`src/design/qgd_pkg.sv`:
```
// Shared types, widths and constants of the density-block gate unit.
package qgd_pkg;

    localparam int FRAC_BITS = 30;
    localparam int COEF_W    = 32;
    localparam int OPND_W    = 35;
    localparam int PROD_W    = COEF_W + OPND_W;
    localparam int SUM_W     = PROD_W + 3;
    localparam int RND_W     = SUM_W - FRAC_BITS + 1;
    localparam int NUM_LANES = 8;
    localparam int NUM_TERMS = 3;
    localparam int CFG_W     = 31;
    localparam int IDX_W     = 2;

    localparam logic signed [COEF_W-1:0] ONE_Q      = 32'sd1073741824;
    localparam logic signed [COEF_W-1:0] HALF_Q     = 32'sd536870912;
    localparam logic signed [COEF_W-1:0] INV_SQRT2_Q = 32'sd759250125;

    localparam logic [3:0] OP_X   = 4'd0;
    localparam logic [3:0] OP_Y   = 4'd1;
    localparam logic [3:0] OP_Z   = 4'd2;
    localparam logic [3:0] OP_H   = 4'd3;
    localparam logic [3:0] OP_HY  = 4'd4;
    localparam logic [3:0] OP_S   = 4'd5;
    localparam logic [3:0] OP_SDG = 4'd6;
    localparam logic [3:0] OP_T   = 4'd7;
    localparam logic [3:0] OP_TDG = 4'd8;
    localparam logic [3:0] OP_P   = 4'd9;
    localparam logic [3:0] OP_RX  = 4'd10;
    localparam logic [3:0] OP_RY  = 4'd11;

    localparam logic [IDX_W-1:0] REG_COS_SQ  = 2'd0;
    localparam logic [IDX_W-1:0] REG_SIN_SQ  = 2'd1;
    localparam logic [IDX_W-1:0] REG_COS_SIN = 2'd2;

    typedef logic signed [COEF_W-1:0] coef_t;
    typedef logic signed [OPND_W-1:0] opnd_t;

    typedef struct packed {
        coef_t [NUM_TERMS-1:0] coef;
        opnd_t [NUM_TERMS-1:0] opnd;
    } term_t;

    typedef struct packed {
        logic neg;
        logic zero;
    } lane_ctl_t;

endpackage

```
`src/design/qgd_select.sv`:
```
// Gate decode: picks coefficient and operand of each term for all eight result lanes.
module qgd_select
    import qgd_pkg::*;
#(
    parameter int WORD_W = 32
)
(
    input  logic [3:0]            opcode,
    input  logic                  on_diag,
    input  logic                  upper_01,
    input  logic [31:0]           a00_re,
    input  logic [31:0]           a00_im,
    input  logic [31:0]           a01_re,
    input  logic [31:0]           a01_im,
    input  logic [31:0]           a10_re,
    input  logic [31:0]           a10_im,
    input  logic [31:0]           a11_re,
    input  logic [31:0]           a11_im,
    input  logic [CFG_W-1:0]      cos_sq,
    input  logic [CFG_W-1:0]      sin_sq,
    input  logic [CFG_W-1:0]      cos_sin,
    output term_t [NUM_LANES-1:0] terms
);

    function automatic opnd_t sx(input logic [31:0] v);
        sx = OPND_W'($signed(v[WORD_W-1:0]));
    endfunction

    opnd_t r00r, r00i, r01r, r01i, r10r, r10i, r11r, r11i, s01r, s01i;
    opnd_t sum_r, sum_i, hb_r, hb_i, hc_r, hc_i, hd_r, hd_i;
    opnd_t dx_r, dx_i, dy_r, dy_i, e_r, e_i;
    coef_t c2, s2, cs, cs_full, pc, ps;
    coef_t cf [NUM_LANES][NUM_TERMS];
    opnd_t op [NUM_LANES][NUM_TERMS];
    opnd_t own [NUM_LANES];

    assign r00r = sx(a00_re);
    assign r00i = sx(a00_im);
    assign s01r = sx(a01_re);
    assign s01i = sx(a01_im);
    assign r10r = sx(a10_re);
    assign r10i = sx(a10_im);
    assign r11r = sx(a11_re);
    assign r11i = sx(a11_im);

    // Element 01 in true form: mirror of 10 on the diagonal, unconjugate if stored upper
    assign r01r = on_diag ? r10r : s01r;
    assign r01i = on_diag ? -r10i : (upper_01 ? -s01i : s01i);

    // H and Hy sign patterns, halved through the HALF_Q coefficient
    assign sum_r = r00r + r01r + r10r + r11r;
    assign sum_i = r00i + r01i + r10i + r11i;
    assign hb_r  = r00r - r01r - r10r + r11r;
    assign hb_i  = r00i - r01i - r10i + r11i;
    assign hc_r  = r00r - r01r + r10r - r11r;
    assign hc_i  = r00i - r01i + r10i - r11i;
    assign hd_r  = r00r + r01r - r10r - r11r;
    assign hd_i  = r00i + r01i - r10i - r11i;
    assign dx_r  = r01r - r10r;
    assign dx_i  = r01i - r10i;
    assign dy_r  = r01r + r10r;
    assign dy_i  = r01i + r10i;
    assign e_r   = r00r - r11r;
    assign e_i   = r00i - r11i;

    assign c2      = (cos_sq > CFG_W'(ONE_Q)) ? ONE_Q : COEF_W'({1'b0, cos_sq});
    assign s2      = (sin_sq > CFG_W'(ONE_Q)) ? ONE_Q : COEF_W'({1'b0, sin_sq});
    assign cs_full = COEF_W'($signed(cos_sin));
    assign cs      = (cs_full > HALF_Q) ? HALF_Q : ((cs_full < -HALF_Q) ? -HALF_Q : cs_full);
    assign pc      = c2 - s2;
    assign ps      = cs <<< 1;

    assign own[0] = r00r;
    assign own[1] = r00i;
    assign own[2] = r01r;
    assign own[3] = r01i;
    assign own[4] = r10r;
    assign own[5] = r10i;
    assign own[6] = r11r;
    assign own[7] = r11i;

    always_comb
    begin
        for (int j = 0; j < NUM_LANES; j++)
        begin
            for (int t = 0; t < NUM_TERMS; t++)
            begin
                cf[j][t] = '0;
                op[j][t] = '0;
            end
            cf[j][0] = ONE_Q;
            op[j][0] = own[j];
        end
        case (opcode)
            OP_X:
            begin
                op[0][0] = r11r; op[1][0] = r11i; op[6][0] = r00r; op[7][0] = r00i;
                op[2][0] = r10r; op[3][0] = r10i; op[4][0] = r01r; op[5][0] = r01i;
            end
            OP_Y:
            begin
                op[0][0] = r11r; op[1][0] = r11i; op[6][0] = r00r; op[7][0] = r00i;
                op[2][0] = r10r; op[3][0] = r10i; op[4][0] = r01r; op[5][0] = r01i;
                for (int j = 2; j < 6; j++)
                begin
                    cf[j][0] = -ONE_Q;
                end
            end
            OP_Z:
            begin
                for (int j = 2; j < 6; j++)
                begin
                    cf[j][0] = -ONE_Q;
                end
            end
            OP_H:
            begin
                for (int j = 0; j < NUM_LANES; j++)
                begin
                    cf[j][0] = HALF_Q;
                end
                op[0][0] = sum_r; op[1][0] = sum_i; op[6][0] = hb_r; op[7][0] = hb_i;
                op[2][0] = hc_r;  op[3][0] = hc_i;  op[4][0] = hd_r; op[5][0] = hd_i;
            end
            OP_HY:
            begin
                for (int j = 0; j < NUM_LANES; j++)
                begin
                    cf[j][0] = HALF_Q;
                end
                op[0][0] = hb_r; op[1][0] = hb_i; op[6][0] = sum_r; op[7][0] = sum_i;
                op[2][0] = hd_r; op[3][0] = hd_i; op[4][0] = hc_r;  op[5][0] = hc_i;
            end
            OP_S:
            begin
                cf[4][0] = -ONE_Q; op[4][0] = r10i; op[5][0] = r10r;
                op[2][0] = r01i; cf[3][0] = -ONE_Q; op[3][0] = r01r;
            end
            OP_SDG:
            begin
                op[4][0] = r10i; cf[5][0] = -ONE_Q; op[5][0] = r10r;
                cf[2][0] = -ONE_Q; op[2][0] = r01i; op[3][0] = r01r;
            end
            OP_T, OP_TDG, OP_P:
            begin
                // Rotate 10 by (c + i s) and 01 by (c - i s)
                cf[4][0] = (opcode == OP_P) ? pc : INV_SQRT2_Q;
                cf[4][1] = (opcode == OP_P) ? -ps : ((opcode == OP_T) ? -INV_SQRT2_Q
                                                                      : INV_SQRT2_Q);
                cf[5][0] = cf[4][0];
                cf[5][1] = -cf[4][1];
                cf[2][0] = cf[4][0];
                cf[2][1] = -cf[4][1];
                cf[3][0] = cf[4][0];
                cf[3][1] = cf[4][1];
                op[4][0] = r10r; op[4][1] = r10i;
                op[5][0] = r10i; op[5][1] = r10r;
                op[2][0] = r01r; op[2][1] = r01i;
                op[3][0] = r01i; op[3][1] = r01r;
            end
            OP_RX:
            begin
                cf[0][0] = c2;  op[0][0] = r00r; cf[0][1] = s2; op[0][1] = r11r;
                cf[0][2] = -cs; op[0][2] = dx_i;
                cf[1][0] = c2;  op[1][0] = r00i; cf[1][1] = s2; op[1][1] = r11i;
                cf[1][2] = cs;  op[1][2] = dx_r;
                cf[6][0] = s2;  op[6][0] = r00r; cf[6][1] = c2; op[6][1] = r11r;
                cf[6][2] = cs;  op[6][2] = dx_i;
                cf[7][0] = s2;  op[7][0] = r00i; cf[7][1] = c2; op[7][1] = r11i;
                cf[7][2] = -cs; op[7][2] = dx_r;
                cf[2][0] = -cs; op[2][0] = e_i;  cf[2][1] = c2; op[2][1] = r01r;
                cf[2][2] = s2;  op[2][2] = r10r;
                cf[3][0] = cs;  op[3][0] = e_r;  cf[3][1] = c2; op[3][1] = r01i;
                cf[3][2] = s2;  op[3][2] = r10i;
                cf[4][0] = cs;  op[4][0] = e_i;  cf[4][1] = c2; op[4][1] = r10r;
                cf[4][2] = s2;  op[4][2] = r01r;
                cf[5][0] = -cs; op[5][0] = e_r;  cf[5][1] = c2; op[5][1] = r10i;
                cf[5][2] = s2;  op[5][2] = r01i;
            end
            OP_RY:
            begin
                cf[0][0] = c2;  op[0][0] = r00r; cf[0][1] = s2;  op[0][1] = r11r;
                cf[0][2] = -cs; op[0][2] = dy_r;
                cf[1][0] = c2;  op[1][0] = r00i; cf[1][1] = s2;  op[1][1] = r11i;
                cf[1][2] = -cs; op[1][2] = dy_i;
                cf[6][0] = s2;  op[6][0] = r00r; cf[6][1] = c2;  op[6][1] = r11r;
                cf[6][2] = cs;  op[6][2] = dy_r;
                cf[7][0] = s2;  op[7][0] = r00i; cf[7][1] = c2;  op[7][1] = r11i;
                cf[7][2] = cs;  op[7][2] = dy_i;
                cf[2][0] = cs;  op[2][0] = e_r;  cf[2][1] = c2;  op[2][1] = r01r;
                cf[2][2] = -s2; op[2][2] = r10r;
                cf[3][0] = cs;  op[3][0] = e_i;  cf[3][1] = c2;  op[3][1] = r01i;
                cf[3][2] = -s2; op[3][2] = r10i;
                cf[4][0] = cs;  op[4][0] = e_r;  cf[4][1] = c2;  op[4][1] = r10r;
                cf[4][2] = -s2; op[4][2] = r01r;
                cf[5][0] = cs;  op[5][0] = e_i;  cf[5][1] = c2;  op[5][1] = r10i;
                cf[5][2] = -s2; op[5][2] = r01i;
            end
            default:
            begin
            end
        endcase
    end

    always_comb
    begin
        for (int j = 0; j < NUM_LANES; j++)
        begin
            for (int t = 0; t < NUM_TERMS; t++)
            begin
                terms[j].coef[t] = cf[j][t];
                terms[j].opnd[t] = op[j][t];
            end
        end
    end

endmodule

```
`config.mk`:
```
export PLATFORM = sky130hd
export DESIGN_NAME = qgd_select
export DESIGN_NICKNAME = d
export VERILOG_FILES = /design/src/design/qgd_pkg.sv /design/src/design/qgd_select.sv
export SDC_FILE = /design/constraint.sdc
export NUM_CORES = 2
export LEC_CHECK = 0
export BUFFER_PORTS_ARGS = -buffer_cell sky130_fd_sc_hd__buf_4
export CAP_MARGIN = 30
export CORE_AREA = 2 2 757 759
export DETAILED_ROUTE_END_ITERATION = 7
export DIE_AREA = 0 0 759 761
export MAX_ROUTING_LAYER = met4
export PLACE_DENSITY_LB_ADDON = 0.08
export SLEW_MARGIN = 20
export SYNTH_ARGS = -nofsm -noshare
export SYNTH_HDL_FRONTEND = slang
export SYNTH_SLANG_ARGS = --single-unit
```
`constraint.sdc`:
```
create_clock -name vclk -period 10.92
set_input_delay 1.092 -clock vclk [all_inputs]
set_output_delay 1.092 -clock vclk [all_outputs]
set_load 0.05 [all_outputs]
```
### Word-level counts from Yosys, hierarchy flattened

Index checks and enable logic that the tools add are counted.

| word-level totals | value |
|---|---|
| register bits after elaboration | 0 |
| word-level logic and storage cells | 96 |

| cells by class | value |
|---|---|
| equality and inequality tests | 11 |
| order comparisons | 4 |
| reductions and logical operators | 9 |
| add/subtract/negate cells | 33 |
| mux-type cells | 39 |

Operators with widths:

| cell | number |
|---|---|
| one-hot mux 35 bit (6 select lines) | 4 |
| one-hot mux 35 bit (3 select lines) | 4 |
| adder 35 x 32 -> 35 bit | 10 |
| subtractor 35 x 32 -> 35 bit | 10 |
| one-hot mux 35 bit (2 select lines) | 4 |
| one-hot mux 70 bit (2 select lines) | 2 |
| one-hot mux 63 bit (2 select lines) | 2 |
| two-way mux 35 bit | 7 |
| one-hot mux 32 bit (2 select lines) | 3 |
| two-way mux 32 bit | 5 |
| one-hot mux 32 bit (5 select lines) | 1 |
| one-hot mux 32 bit (4 select lines) | 1 |
| two-way mux 63 bit | 2 |
| one-hot mux 31 bit (2 select lines) | 2 |
| negator 32 bit | 3 |
| > comparator 31 bit, second input constant | 3 |
| adder 32 x 35 -> 35 bit | 2 |
| negator 32 -> 35 bit | 2 |
| subtractor 32 x 35 -> 35 bit | 2 |
| subtractor 32 x 32 -> 33 bit | 2 |
| two-way mux 31 bit | 2 |
| negator 31 -> 32 bit | 1 |
| subtractor 31 x 31 -> 32 bit | 1 |
| < comparator 31 x 30 -> 1 bit, second input constant | 1 |
| other kinds (8) | 20 |

### Longest topological paths before layout

| logic depth | value |
|---|---|
| word-level depth | 7 |
| mapped depth | 37 |

### Worst setup path after synthesis

Ideal clock, no wire load.

| path | value |
|---|---|
| kind | input -> output |
| start | in on_diag |
| end | out terms[1441] (netlist name) |
| cell stages on the path | 31 |
| data arrival time | 9163 ps |
| required time | 9828 ps |
| path slack | 665 ps |
| cells stage by stage | clkbuf_1 -> buf_1 -> clkbuf_1 -> buf_1 -> nor2_1 -> a21oi_1 -> inv_1 -> ha_1 -> a21o_1 -> a21oi_1 -> nor4_1 -> o311ai_0 -> a2111oi_0 -> or2_2 -> o21a_1 -> nor2_1 -> xnor2_1 -> fa_1 -> ha_1 -> a21oi_1 -> o21ai_0 -> a2111o_1 -> a211oi_1 -> o211ai_1 -> a221oi_1 -> o21ai_0 -> o21a_1 -> o21ai_0 -> mux2i_1 -> a211oi_1 -> o221ai_1 |

RTL lines:

| what | RTL line | source |
|---|---|---|
| start: declaration | qgd_select.sv:9 | `input logic on_diag,` |
| end: declaration | qgd_select.sv:22 | `output term_t [NUM_LANES-1:0] terms` |

==> impl_metrics.tcl <==
set metrics [dict create \
    min_from "a00_im[0]" \
    grt_overflow 0 \
    netlist_instances 8431 \
    vias 77804 \
    top_layer "met4" \
    die_w_um 759 \
    crit_path_max_fanout 15 \
    hold_viol 0 \
    grt_max_degree 112 \
    nNetsFinal 11742 \
    ys_seq_area_share_pct 0 \
    slew_viol_final 0 \
    regArea_sq_um 0 \
    cp_slowest_cell "fa_1" \
    drt-met1-wl_um 294000 \
    area_growth_syn_to_layout_pct 47.0 \
    finalCritPeriodShare_pct 99.1 \
    ioPinCount 1963 \
    status "complete, no violations" \
    drtPass1Iterations 7 \
    path_class "in2out" \
    max-slew-margin-rel_pct 22.4 \
    cap_violations 0 \
    vias_per_cell 4.30 \
    max_stage_delay_ps 600 \
    wl_per_cell_um 37.8 \
    numPortBuffers 1955 \
    nClkBuffers 0 \
    rsz0062_at_grt "no" \
    die_area_sq_um 578000 \
    fp.dieH_um 761 \
    nFlopsAndLatches 0 \
    hpwl_um 601000 \
    hold_class "in2out" \
    drc 0 \
    setup_viol 0 \
    grt_pass1_wl_um 857000 \
    syn-cell-area_sq_um 57600 \
    rows 278 \
    core-area_sq_um 570000 \
    crit_path_start_kind "input pin" \
    place.gp.congestion 0.942 \
    cp_common_cell "buf_4" \
    wl_met3_um 36100 \
    drt_iter0_markers 8138 \
    cp.required_ps 9830 \
    grt_pass1_vias 77083 \
    worstSetupEndpointType "output port" \
    ant_nets 0 \
    antenna_found_initial 127 \
    synth_cell_types 101 \
    yosysWarnings 0 \
    cp.arrival_ps 9730 \
    period_needed_ps 10820 \
    grt_util_all_layers_pct 23.1 \
    worst_pin_slew_ps 1160 \
    crit_path_start "on_diag" \
    initial_core_util_pct 10.1 \
    hold_buffers 0 \
    placed_cell_area_sq_um 84200 \
    postLayoutCellArea_sq_um 84600 \
    drive_gt1_share_pct 29.5 \
    drt-total-wl_um 684000 \
    max_freq_ghz 0.0924 \
    routed-wl-met2_um 319000 \
    avgSynthCellArea_sq_um 6.83 \
]
-- cell usage after synthesis, types with 54 or more instances --
cell type / count / area (sq um)
a221oi_1: 97 / 850
o22ai_1: 230 / 1440
and3_1: 115 / 719
o21bai_1: 104 / 781
nand2_1: 587 / 2200
a22oi_1: 63 / 473
nor2b_1: 95 / 594
o211ai_1: 58 / 435
o221ai_1: 54 / 473
buf_4: 462 / 3470
ha_1: 647 / 8100
o21ai_0: 509 / 2550
inv_1: 646 / 2420
nor2_1: 898 / 3370
a221o_1: 60 / 601
a222oi_1: 78 / 781
a21o_1: 213 / 1600
nor3_1: 153 / 766
a211oi_1: 72 / 541
a31oi_1: 70 / 438
xor2_1: 178 / 1560
a21oi_1: 815 / 4080
nand3_1: 113 / 566
fa_1: 285 / 5710
xnor2_1: 490 / 4290
o21a_1: 92 / 691
nand2b_1: 109 / 682
clkbuf_1: 374 / 1400
-- area by class of cell --
type | instances | area, sq um
timing repair buffer | 2913 | 22100
multi-input combinational | 6885 | 50400
antenna | 74 | 185
fill | 66149 | 486000
tap | 7560 | 9460
inverter | 655 | 2460
-- kinds of logic after synthesis --
group                    Yosys count  share of synthesized area (%)
AO/OA/AOI/OAI                   2861                           32.6
XOR/XNOR                         670                           10.2
adder cells (fa/ha/maj)          932                           24.0
buffers and inverters           1553                           13.3
multiplexers                      49                          0.860
other                              1                        0.00651
AND/OR/NAND/NOR                 2365                           19.0
-- cell usage in the layout (no fill, tap or decap), types with 47 or more instances in the layout --
master / Yosys / final
a211oi_1: 72 / 70
a21o_1: 213 / 213
a21oi_1: 815 / 810
a221o_1: 60 / 60
a221oi_1: 97 / 96
a222oi_1: 78 / 78
a22oi_1: 63 / 63
a31oi_1: 70 / 70
and2_1: 48 / 47
and3_1: 115 / 115
buf_4: 462 / 2882
diode_2: 0 / 74
fa_1: 285 / 285
ha_1: 647 / 646
inv_1: 646 / 643
nand2_1: 587 / 580
nand2b_1: 109 / 109
nand3_1: 113 / 111
nor2_1: 898 / 886
nor2b_1: 95 / 95
nor3_1: 153 / 145
o211ai_1: 58 / 58
o21a_1: 92 / 92
o21ai_0: 509 / 492
o21bai_1: 104 / 104
o221ai_1: 54 / 54
o22ai_1: 230 / 227
o31ai_1: 53 / 51
or3_1: 52 / 49
xnor2_1: 490 / 487
xor2_1: 178 / 178
-- critical path, delay by kind of cell --
| family | cells | cell delay [ps] |
|---|---|---|
| adders and majority gates | 3 | 1280 |
| xor gates and xnor gates | 3 | 850 |
| AOI/OAI and AO/OA | 11 | 2510 |
| and+or+nand+nor | 6 | 1370 |
| muxes | 1 | 590 |
| buffers and inverters | 8 | 1870 |
-- routing by layer --
metal / vias to the layer above / track usage (%)
met5: - / -
met1: 39873 / 28.6
met4: 0 / 9.16
met2: 3597 / 37.9
li1: 33829 / -
met3: 505 / 3.22
-- timing repair --
action	CTS	global route
buffers inserted	0	0
cloned	0	0
pin swaps	0	3
endpoints found under the setup margin	16	24
resized for setup	11	22
-- path summary, 6_finish.rpt --
path | endpoint | slack [ps] | depth (start not counted)
max | terms[34] | 100 | 32
min | terms[1407] | 2650 | 4
-- stage by stage --
step | setup WS (ps) | std cells | utilization (%) | setup TNS (ps) | hold WS (ps)
floorplan | 665 | 8438 | - | 0 | 2450
global placement | -948 | 17970 | 14.7 | -6890 | 2650
detailed placement | -585 | 18008 | 14.8 | -3080 | 2650
CTS | 58.1 | 18008 | 14.8 | 0 | 2650
global route | 3.88 | 18047 | 14.8 | 0 | 2660
finish | 96.0 | 18087 | 14.8 | 0 | 2650
